File: src/rtl/core/cmef_pkg.sv
// Shared types and constants for the component merge edge filter.
`timescale 1ns / 1ps

package cmef_pkg;

	// Default size of the label ring
	localparam int MAX_CELLS_DEF = 1024;

	// Field widths
	localparam int CFG_W  = 6;
	localparam int CELL_W = 10;

	// Register map: index taken from paddr[2]
	localparam logic REG_GRID_WIDTH  = 1'b0;
	localparam logic REG_GRID_HEIGHT = 1'b1;

	// Register reset values
	localparam logic [CFG_W-1:0] GRID_WIDTH_RST  = 6'd32;
	localparam logic [CFG_W-1:0] GRID_HEIGHT_RST = 6'd32;

	// Command codes
	localparam logic CMD_CLEAR = 1'b0;
	localparam logic CMD_EDGE  = 1'b1;

	// Status codes
	localparam logic STAT_OK    = 1'b0;
	localparam logic STAT_RANGE = 1'b1;

	// Controls from the sequencer to the ring of label cells
	typedef struct packed {
		logic shift;
		logic clear;
	} ring_ctl_t;

endpackage

File: src/rtl/core/cmef_cell.sv
// One label cell of the rotating label ring.
`timescale 1ns / 1ps

module cmef_cell #(
	parameter int LW    = 10,
	parameter int INDEX = 0
) (
	input  logic                clk,
	input  logic                arst_n,
	input  cmef_pkg::ring_ctl_t ring_ctl,
	input  logic [LW-1:0]       lbl_in,
	output logic [LW-1:0]       lbl_out
);

	logic [LW-1:0] lbl_q;

	// Clear loads own index; shift takes the neighbor's label
	always_ff @(posedge clk or negedge arst_n) begin
		if (!arst_n) begin
			lbl_q <= LW'(INDEX);
		end else if (ring_ctl.clear) begin
			lbl_q <= LW'(INDEX);
		end else if (ring_ctl.shift) begin
			lbl_q <= lbl_in;
		end
	end

	assign lbl_out = lbl_q;

endmodule

File: config.mk
export PLATFORM = sky130hd
export DESIGN_NAME = cmef_cell
export DESIGN_NICKNAME = d
export VERILOG_FILES = /design/src/rtl/core/cmef_pkg.sv /design/src/rtl/core/cmef_cell.sv
export SDC_FILE = /design/constraint.sdc
export NUM_CORES = 1
export LEC_CHECK = 0
export ABC_AREA = 1
export BUFFER_PORTS_ARGS = -buffer_cell sky130_fd_sc_hd__buf_2
export CORE_AREA = 4 4 41 43
export CTS_CLUSTER_SIZE = 8
export DETAILED_ROUTE_END_ITERATION = 16
export DIE_AREA = 0 0 45 47
export GPL_TIMING_DRIVEN = 0
export MAX_ROUTING_LAYER = met4
export PLACE_DENSITY = 0.61
export SYNTH_ARGS = -nofsm -noshare
export SYNTH_HDL_FRONTEND = slang
export SYNTH_SLANG_ARGS = --single-unit
File: constraint.sdc
create_clock -name clk -period 0.8 [get_ports clk]
set_input_delay 0.08 -clock clk [delete_from_list [all_inputs] [get_ports clk]]
set_output_delay 0.08 -clock clk [all_outputs]
set_load 0.03 [all_outputs]
==> flow_summary.ini <==
[power]
p_sw_share_pct = 26.61
p_switching_mw = 0.3358
ir_worst_vdd_mv = 1.194
power.share.clock_pct = 36.4
leakage_nw = 0.3913
combPwrFrac_pct = 19.6
power_density_nw_per_um2 = 1850
p_int_mw = 0.9260
power_frac_seq_pct = 43.9

[placement]
gp_congestion = 0.6066
portBuffers = 23
dp_hpwl_um = 696.9
dp.cells = 81

[timing]
setup_ws_ns = -0.09336
worst_clock_skew_ns = 0
drv_slew = 0
rsz0062_at_grt = yes
fin_crit_ns = 0.8934
finalHoldViolCount = 0
setup_tns_ns = -0.8300
worst_pin_slew_ns = 0.2446
max_freq_mhz = 1119
max-slew-margin-rel_pct = 83.65
finalCritPeriodShare_pct = 111.7
finalSetupViolCount = 10

[status]
violations = setup timing
outcome = finished, violations left

[worst_setup_path]
cp_max_fo = 2
worst_path_largest_cell_delay_ns = 0.40
cp_data_required_time_ns = 0.72
critPathKind = reg -> out
critPathLaunchType = flip-flop
reg2regPathDepth = 3
rrSetupSlack_ns = 0.08
cp_data_arrival_time_ns = 0.81
worstPathCellList = buf_6
worst-path-buf-inv = 1
critPathSlowestCell = dfrtp_1
end_kind = primary output
crit_family = flip-flops
r2r-end = lbl_out[0]
r2r_start = lbl_out[0]

[synthesis]
ys_types = 6
syn_area_per_cell_um2 = 9.340
synthFlopType = dfrtp_1
yosysMostFrequentCell = nand2_1
synth_commonest_cells = nand2_1, dfrtp_1, nand3_1
ys_ff_latch = 10
syn_nets = 57
synth_area_um2 = 401.6
synth_top_area_cell = dfrtp_1
synth_area_leaders = dfrtp_1, nand2_1, nand3_1, buf_6, nor2_4
seq_area_frac_synth_pct = 62.31
synth_edf_count = 0
ys_warn_count = 0
ys_async_sr_fraction_pct = 100.0
synth_cells = 43
synth_top_area_share_pct = 62.31

[detailed_routing]
antenna_left = 0
routedWlPerCell_um = 11.37
drt-total-wl_um = 1035
dr.pass1.iters = 2
via_per_inst = 4.549
vias = 414
drtIter0Drc = 6
route.detailed.drc = 0

[layout]
antenna_cells = 0
multi_input_area_um2 = 136.4
final_nets = 91
largest_reg_flops = 10
stdcell_count = 91
drive_gt1_share_pct = 46.05
nFillCells = 131
area_growth_pct = 69.78
sequential_cell_area_um2 = 250.2

[global_route]
grt_max_degree = 11
overflow = 0
grt_antenna_before_repair = 0
grt_pass1_vias = 401
grt_pass1_wl_um = 1731
grtUsageTotal_pct = 11.92

[floorplan]
core_um2 = 1301
dieArea_um2 = 2115
initial_utilization_pct = 30.87
io_pins = 24
dieWidth_um = 45
die_y_um = 47
row_count = 13

[clocking]
cts-htree-levels = 1
clk_latency_ns = 0.26
cts_tree = done
clkTransAtPathRegs_ns = 0.07
clockBufferDepth = 2
cts_sinks = 10
cts_made_buffers = 3
cts_root_buf = clkbuf_4

[min_path]
hold_path_class = in -> reg
hp-start = lbl_in[2]
whs_path_depth = 3
holdPathEnd = lbl_out[2]

[flow_run]
max_cap_viol_count = 0
## routing by layer
layer	track usage [%]	up-vias	wire length (µm)
met5	-	-	0
met2	18.08	18	465
met4	1.754	0	0
li1	-	204	-
met1	13.74	192	446
met3	7.280	0	123
## area by class of cell
class	count	share of cell area, %
plain buffers	1	1.651
clock buffers	4	5.321
inverters	1	0.5505
multi-input cells	31	20.00
flip-flops and latches	10	36.70
well taps	15	2.752
repair buffers	29	33.03
## cells in the final DEF (no fill, tap or decap)
cell type      instances
nand3_1               10
clkbuf_8               1
dlygate4sd3_1          1
buf_6                 11
dfrtp_1               10
clkbuf_4               3
buf_4                  5
nor2_4                 1
buf_2                 13
inv_2                  1
nand2_1               20
## what timing repair did
| item | CTS | global route |
|---|---|---|
| hold buffers | 1 | 0 |
| hold endpoints to repair | 10 | 0 |
| buffers inserted | 2 | 3 |
| endpoints found under the setup margin | 10 | 10 |
| resized for setup | 20 | 0 |
## per-stage QoR
step	utilization [%]	hold slack, ns	area [µm²]	worst slack [ns]	power, mW
floorplan	-	-0.2156	401.6	0.07103	0.6622
global placement	41.15	-0.04701	535.5	0.1507	0.7479
detailed placement	41.15	-0.04311	535.5	0.1391	0.7506
CTS	50.67	0.03103	659.4	-0.1006	1.269
global route	52.40	0.03942	681.9	-0.1240	1.319
finish	52.40	0.03782	681.9	-0.09336	1.262
## power by group through the flow
stage,clock network [mW],registers [mW],logic (mW)
final,0.459,0.555,0.248
after global routing,0.492,0.558,0.270
after detailed placement,0,0.557,0.194
after floorplan,0,0.615,0.0473
after global placement,0,0.557,0.191
after CTS,0.476,0.554,0.239
## worst max-delay path by stage
| stage | startpoint | to | slack [ns] | depth (start not counted) |
|---|---|---|---|---|
| finish | lbl_out[9] | lbl_out[9] | -0.09 | 1 |
| global route | lbl_out[9] | lbl_out[9] | -0.12 | 1 |
| CTS | lbl_out[9] | lbl_out[9] | -0.10 | 1 |
| detailed placement | ring_ctl[0] | lbl_out[7] | 0.14 | 4 |
| global placement | ring_ctl[0] | lbl_out[0] | 0.15 | 4 |
| floorplan | lbl_out[0] | lbl_out[0] | 0.07 | 2 |
## worst reg2reg max path, delay by kind of cell (launching register included)
kind	cells	cell delay, ns
DFF	1	0.39
buffers and inverters	1	0.14
and+or+nand+nor	2	0.09
## cells by family (layout without fill, tap and decap cells)
family                 count (synthesis)  in the layout  share of synthesized area [%]
flip-flops                            10             10                          62.31
AND/OR/NAND/NOR                       31             31                          33.96
buffers and inverters                  2             35                          3.737
(Power assumes the default switching activity.)
