===== src/rtl/core/cmef_pkg.sv =====
// Shared types and constants for the component merge edge filter.
`timescale 1ns / 1ps

package cmef_pkg;

	// Default size of the label ring
	localparam int MAX_CELLS_DEF = 1024;

	// Field widths
	localparam int CFG_W  = 6;
	localparam int CELL_W = 10;

	// Register map: index taken from paddr[2]
	localparam logic REG_GRID_WIDTH  = 1'b0;
	localparam logic REG_GRID_HEIGHT = 1'b1;

	// Register reset values
	localparam logic [CFG_W-1:0] GRID_WIDTH_RST  = 6'd32;
	localparam logic [CFG_W-1:0] GRID_HEIGHT_RST = 6'd32;

	// Command codes
	localparam logic CMD_CLEAR = 1'b0;
	localparam logic CMD_EDGE  = 1'b1;

	// Status codes
	localparam logic STAT_OK    = 1'b0;
	localparam logic STAT_RANGE = 1'b1;

	// Controls from the sequencer to the ring of label cells
	typedef struct packed {
		logic shift;
		logic clear;
	} ring_ctl_t;

endpackage


===== src/rtl/core/cmef_ctrl.sv =====
// Sequencer: clear, range check, label lookup pass, relabel pass and result word.
`timescale 1ns / 1ps

module cmef_ctrl #(
	parameter int MAX_CELLS = cmef_pkg::MAX_CELLS_DEF,
	parameter int LW        = $clog2(MAX_CELLS)
) (
	input  logic                         clk,
	input  logic                         arst_n,
	input  logic                         start,
	input  logic                         command,
	input  logic [cmef_pkg::CELL_W-1:0]  first_cell,
	input  logic [cmef_pkg::CELL_W-1:0]  second_cell,
	input  logic [cmef_pkg::CFG_W-1:0]   grid_width,
	input  logic [cmef_pkg::CFG_W-1:0]   grid_height,
	input  logic [LW-1:0]                head_lbl,
	output logic [LW-1:0]                tail_lbl,
	output cmef_pkg::ring_ctl_t          ring_ctl,
	output logic                         busy,
	output logic                         done,
	output logic                         accepted,
	output logic [cmef_pkg::CELL_W-1:0]  merged_label,
	output logic                         status
);

	localparam int CFW = cmef_pkg::CFG_W;
	localparam int CLW = cmef_pkg::CELL_W;
	localparam int CW  = $clog2(MAX_CELLS + 1);
	localparam int NW  = (CW > 2 * CFW) ? CW : 2 * CFW;
	localparam int XW  = (LW > CLW) ? LW : CLW;

	localparam logic [1:0] ST_IDLE    = 2'd0;
	localparam logic [1:0] ST_FIND    = 2'd1;
	localparam logic [1:0] ST_RELABEL = 2'd2;

	logic [1:0]         state_q;
	logic [LW-1:0]      idx_q;
	logic [LW-1:0]      cnt_q;
	logic [CLW-1:0]     a_q;
	logic [CLW-1:0]     b_q;
	logic [NW-1:0]      n_q;
	logic [LW-1:0]      la_q;
	logic [LW-1:0]      lb_q;
	logic               fa_q;
	logic               fb_q;
	logic               done_q;
	logic               acc_q;
	logic [CLW-1:0]     merged_q;
	logic               status_q;

	logic [2*CFW-1:0]   prod;
	logic [NW-1:0]      prod_x;
	logic [NW-1:0]      grid_n;
	logic               out_of_range;
	logic               hit_a;
	logic               hit_b;
	logic [LW-1:0]      la_nx;
	logic [LW-1:0]      lb_nx;
	logic               both_found;
	logic [LW-1:0]      idx_nx;
	logic               in_grid;
	logic [LW+CLW-1:0]  la_ext;

	// Grid size, capped at the ring length
	assign prod   = {{CFW{1'b0}}, grid_width} * {{CFW{1'b0}}, grid_height};
	assign prod_x = NW'(prod);
	assign grid_n = (prod_x > NW'(MAX_CELLS)) ? NW'(MAX_CELLS) : prod_x;
	assign out_of_range = (NW'(first_cell) >= grid_n) || (NW'(second_cell) >= grid_n);

	// Label capture as the ring passes the head
	assign hit_a      = (XW'(idx_q) == XW'(a_q));
	assign hit_b      = (XW'(idx_q) == XW'(b_q));
	assign la_nx      = hit_a ? head_lbl : la_q;
	assign lb_nx      = hit_b ? head_lbl : lb_q;
	assign both_found = (fa_q | hit_a) & (fb_q | hit_b);
	assign la_ext     = {{CLW{1'b0}}, la_nx};

	// Head position wraps at the ring length
	assign idx_nx  = (idx_q == LW'(MAX_CELLS - 1)) ? '0 : idx_q + 1'b1;
	assign in_grid = (NW'(idx_q) < n_q);

	// Feedback into the tail: quick-find relabel of grid cells only
	assign tail_lbl = ((state_q == ST_RELABEL) && in_grid && (head_lbl == lb_q)) ?
		la_q : head_lbl;

	assign ring_ctl.shift = (state_q == ST_FIND) || (state_q == ST_RELABEL);
	assign ring_ctl.clear = (state_q == ST_IDLE) && start && (command == cmef_pkg::CMD_CLEAR);

	assign busy         = (state_q != ST_IDLE);
	assign done         = done_q;
	assign accepted     = acc_q;
	assign merged_label = merged_q;
	assign status       = status_q;

	// Sequencer
	always_ff @(posedge clk or negedge arst_n) begin
		if (!arst_n) begin
			state_q  <= ST_IDLE;
			idx_q    <= '0;
			cnt_q    <= '0;
			a_q      <= '0;
			b_q      <= '0;
			n_q      <= '0;
			la_q     <= '0;
			lb_q     <= '0;
			fa_q     <= 1'b0;
			fb_q     <= 1'b0;
			done_q   <= 1'b0;
			acc_q    <= 1'b0;
			merged_q <= '0;
			status_q <= cmef_pkg::STAT_OK;
		end else begin
			done_q <= 1'b0;
			unique case (state_q)
				ST_IDLE: begin
					if (start) begin
						if (command == cmef_pkg::CMD_CLEAR) begin
							// ring reloads in the same edge, alignment back to zero
							idx_q    <= '0;
							done_q   <= 1'b1;
							acc_q    <= 1'b0;
							merged_q <= '0;
							status_q <= cmef_pkg::STAT_OK;
						end else if (out_of_range) begin
							done_q   <= 1'b1;
							acc_q    <= 1'b0;
							merged_q <= '0;
							status_q <= cmef_pkg::STAT_RANGE;
						end else begin
							a_q     <= first_cell;
							b_q     <= second_cell;
							n_q     <= grid_n;
							fa_q    <= 1'b0;
							fb_q    <= 1'b0;
							state_q <= ST_FIND;
						end
					end
				end
				ST_FIND: begin
					idx_q <= idx_nx;
					fa_q  <= fa_q | hit_a;
					fb_q  <= fb_q | hit_b;
					la_q  <= la_nx;
					lb_q  <= lb_nx;
					if (both_found) begin
						merged_q <= la_ext[CLW-1:0];
						if (la_nx != lb_nx) begin
							cnt_q   <= '0;
							state_q <= ST_RELABEL;
						end else begin
							// same component: edge rejected
							done_q   <= 1'b1;
							acc_q    <= 1'b0;
							status_q <= cmef_pkg::STAT_OK;
							state_q  <= ST_IDLE;
						end
					end
				end
				ST_RELABEL: begin
					idx_q <= idx_nx;
					cnt_q <= cnt_q + 1'b1;
					if (cnt_q == LW'(MAX_CELLS - 1)) begin
						done_q   <= 1'b1;
						acc_q    <= 1'b1;
						status_q <= cmef_pkg::STAT_OK;
						state_q  <= ST_IDLE;
					end
				end
				default: begin
					state_q <= ST_IDLE;
				end
			endcase
		end
	end

endmodule


===== config.mk =====
export PLATFORM = sky130hd
export DESIGN_NAME = cmef_ctrl
export DESIGN_NICKNAME = d
export VERILOG_FILES = /design/src/rtl/core/cmef_pkg.sv /design/src/rtl/core/cmef_ctrl.sv
export SDC_FILE = /design/constraint.sdc
export NUM_CORES = 1
export LEC_CHECK = 0
export BUFFER_PORTS_ARGS = -buffer_cell sky130_fd_sc_hd__buf_2
export CORE_MARGIN = 3
export CORE_UTILIZATION = 53
export DETAILED_ROUTE_END_ITERATION = 10
export GPL_ROUTABILITY_DRIVEN = 0
export PLACE_DENSITY = 0.73
export SLEW_MARGIN = 0
export SYNTH_ARGS = -nofsm -noshare
export SYNTH_HDL_FRONTEND = slang
export SYNTH_SLANG_ARGS = --single-unit

===== constraint.sdc =====
create_clock -name clk -period 3.6 [get_ports clk]
set_input_delay 0 -clock clk [delete_from_list [all_inputs] [get_ports clk]]
set_output_delay 0 -clock clk [all_outputs]
set_load 0.05 [all_outputs]

==> metrics.sh <==
MULTIINPUTGATEAREA_MM2=0.005011
SYNTH_TOP_AREA_CELL='sky130_fd_sc_hd__dfrtp_1'
SYNTH_FLOP_CELL='sky130_fd_sc_hd__dfrtp_1'
CLOCK.FMAX_GHz=0.1853
FINAL_DESIGN_AREA_NO_FILL_MM2=0.009412
VDD_DROP_MAX_uV=411.1
NUMBER_OF_SETUP_VIOLATIONS_IN_THE_FINAL_REPORT=49
GRT_BUSIEST_LAYER='met2'
VIOLATIONS='negative setup slack'
WORST_SETUP_SP_TYPE='input port'
DETAIL_ROUTE.ITER0.VIOLATIONS=769
MOSTFREQUENTLAYOUTCELL='sky130_fd_sc_hd__nand2_1'
DETAIL_ROUTE.WIRELENGTH_MM=20.78
FINAL.FILL_COUNT=961
CTSROOTBUFFERMASTER='sky130_fd_sc_hd__clkbuf_16'
IOPINCOUNT=72
FINAL_MIN_PERIOD_OVER_CLOCK_PERIOD_PCT=149.9
RUN_STATUS='complete, but fails checks'
SYNTH.YOSYS.SEQ_AREA_SHARE_PCT=30.73
TIMING.CRITICAL_PATH.FANOUT_MAX=5
POSTSYNTHNETCOUNT=976
INITIAL_UTILIZATION_PCT=54.52
SLOWEST_CELL_ON_THE_CRITICAL_PATH='sky130_fd_sc_hd__fa_1'
DIE_AREA_MM2=0.01512
WORST_SKEW_PAIR.LATE_LATENCY_NS=0.35
GRT_ANTENNA_BEFORE_REPAIR=0
CP-END-KIND='flip-flop'
YS_WARN_COUNT=0
CRITICAL_PATH_ARRIVAL_NS=5.63
GLOBALROUTEMET1UTIL_PCT=36.16
SYNTH_AREA_MM2=0.007248
FIRST_GLOBAL_VIAS=6540
MET3_RESOURCE_USE_GR_PCT=4.529
VIAS=7021
CTS_MADE_BUFFERS=9
GRT_UTIL_ALL_LAYERS_PCT=26.67
PLACEMENTROWS=42
CRITICAL_PATH_REQUIRED_NS=3.84
CLK_SLEW_ON_WORST_S_H_PATHS_NS=0.07
SYNTH_TOP_AREA_SHARE_PCT=30.73
TIMING.SETUP.CRITICAL_PATH_CLASS='in2reg'
CTSHTREEMAXLEVEL=3
CPPEAKSTAGEDELAY_NS=0.54
YOSYS.CELL_TYPES.COUNT=69
LAYOUT.AREA.SEQ_MM2=0.002227
CHIPWIDTH_UM=122.9
SYNTH_ASYNC_SR_FLOP_SHARE_PCT=100.0
NETS=1125
FIN_CRIT_NS=5.397
LEAKAGEPOWER_nW=4.364
WORST_CLOCK_SKEW_NS=0.007781
MAX-CAP-VIOLATIONS=0
FIN_UTIL_PCT=70.79
YS_SEQ_ELEMENTS=89
DRTPASS1ITERATIONS=5
SYNTH_CELLS=858
LAYOUT_COMMON_CELLS='sky130_fd_sc_hd__nand2_1 (130), sky130_fd_sc_hd__dfrtp_1 (89), sky130_fd_sc_hd__buf_4 (68)'
ANT_NETS=0
CTS_TREE='built'
AVG_SYNTHESIZED_CELL_AREA_UM2=8.448
PORT-BUFFER-COUNT=71
HPWLAFTERDP_MM=13.70
POWER-PER-CELL-AREA_mW_PER_MM2=720.5
DPL-INSTANCE-AREA_MM2=0.008297
MAXSLEWHEADROOM_PCT=39.82
CLK_PATH_BUF_DEPTH=2
SYNTH_EDF_COUNT=0
LAYOUT-DRIVE-GT1-SHARE_PCT=27.77
CORE_REGION_AREA_MM2=0.01330
ROUTE.DETAILED.DRC=0
N_ANTENNA_CELL=0
MAXIMUM_NUMBER_OF_PINS_ON_ONE_NET_BEFORE_GLOBAL_ROUTE_REPAIR=66
WORST_PIN_SLEW_NS=0.8966
HOLD_PATH_CLASS='in2reg'
GRT_OVERFLOW=0
FP.DIEH_UM=122.9
GLOBAL_ROUTE_WIRE_LENGTH_BEFORE_REPAIR_MM=32.17
MAX_SLEW_VIO_COUNT=0
GRT_UTIL_MET2_PCT=44.52
SYNTH.TOP_CELLS.BY_AREA='sky130_fd_sc_hd__dfrtp_1 (31%), sky130_fd_sc_hd__ha_1 (9.5%), sky130_fd_sc_hd__nand2_1 (8.1%)'
ROUTE.DETAILED.VIAS_PER_INST=5.910
FINAL-HOLD-VIOLATION-COUNT=0
SETUP_REPAIR_AFTER_GLOBAL_ROUTING_MISSED_ITS_MARGIN='yes'
AREA_GROWTH_PCT=29.85
CLOCK_SINK_COUNT=89
ROUTEDWLPERCELL_UM=17.49
SETUP_WS_NS=-1.797
==> timing repair <==
| action | CTS | global route |
|---|---|---|
| hold endpoints to repair | 95 | 0 |
| gates resized for setup | 33 | 51 |
| cloned | 1 | 6 |
| endpoints found under the setup margin | 49 | 51 |
| hold buffers | 27 | 0 |
| pin swaps | 18 | 24 |
| buffers inserted | 4 | 2 |
==> final cells by class <==
cell class	instances	share of cell area [%]
clock buffers	10	2.539
clock inverters	6	1.210
inverters	54	2.154
multi-input cells	674	53.24
flip-flops and latches	89	23.66
well taps	176	2.340
repair buffers	179	14.85
==> final timing paths <==
path	start	endpoint	slack, ns	depth (start not counted)
max in group asynchronous	arst_n	n_q[4]	2.42	3
worst min register to register	a_q[8]	a_q[8]	0.49	2
worst min-delay path	head_lbl[8]	la_q[8]	0.02	2
min in group asynchronous	arst_n	la_q[3]	0.31	2
worst max-delay path	grid_width[5]	n_q[4]	-1.80	32
worst max register to register	idx_q[7]	accepted	0.09	10
==> logic make-up after synthesis <==
family | synth area share [%]
AOI/OAI and AO/OA | 16.74
xor gates and xnor gates | 5.282
adders and majority gates | 14.19
buffers and inverters | 5.541
DFF | 30.73
muxes | 5.023
and+or+nand+nor | 22.49
==> critical path, delay by kind of cell <==
kind                     cells  cell delay [ns]
XOR/XNOR                     1             0.09
adder cells (fa/ha/maj)      5             2.00
AND/OR/NAND/NOR              7             0.93
buffers and inverters        8             0.91
AO/OA/AOI/OAI               11             1.69
==> state kept, by name (all words and copies together) (netlist names), 2 cells and up <==
signal	flops
n_q	12
a_q	10
b_q	10
cnt_q	10
idx_q	10
la_q	10
lb_q	10
merged_label	10
state_q	2
==> routing by layer <==
layer | wire length, um | share of wire [%]
met4 | 464 | 2.2
met5 | 0 | 0
met2 | 10240 | 49
met1 | 9074 | 44
met3 | 1003 | 4.8
==> cells in the mapped netlist (11+ instances only) <==
master                     instances
sky130_fd_sc_hd__nand2_1         156
sky130_fd_sc_hd__dfrtp_1          89
sky130_fd_sc_hd__ha_1             55
sky130_fd_sc_hd__inv_1            53
sky130_fd_sc_hd__o21ai_0          50
sky130_fd_sc_hd__nand3_1          46
sky130_fd_sc_hd__a21oi_1          45
sky130_fd_sc_hd__nor2_1           39
sky130_fd_sc_hd__xnor2_1          35
sky130_fd_sc_hd__clkbuf_1         29
sky130_fd_sc_hd__and2_1           28
sky130_fd_sc_hd__mux2_2           25
sky130_fd_sc_hd__fa_1             17
sky130_fd_sc_hd__nand4_1          14
sky130_fd_sc_hd__a22o_1           13
sky130_fd_sc_hd__and3_1           13
sky130_fd_sc_hd__a21o_1           12
sky130_fd_sc_hd__o211ai_1         11
==> power breakdown <==
part	switching, mW	internal (mW)	leakage, nW
Sequential	0.434	1.39	1.14
Clock	0.426	0.700	0.165
Combinational	2.15	1.67	3.06
==> through the flow <==
stage | TNS (ns) | hold WS (ns) | worst slack (ns) | std cells | power [mW]
floorplan | -80.86 | -0.2956 | -1.723 | 858 | 4.139
global placement | -90.51 | 0.1553 | -1.895 | 1133 | 5.123
detailed placement | -97.94 | 0.1592 | -2.094 | 1133 | 5.205
CTS | -76.06 | 0.003587 | -1.608 | 1181 | 6.475
global route | -95.65 | 0.007711 | -2.037 | 1188 | 7.234
finish | -84.18 | 0.01810 | -1.797 | 1188 | 6.781
Note: power is estimated with default switching activity, not from simulation.
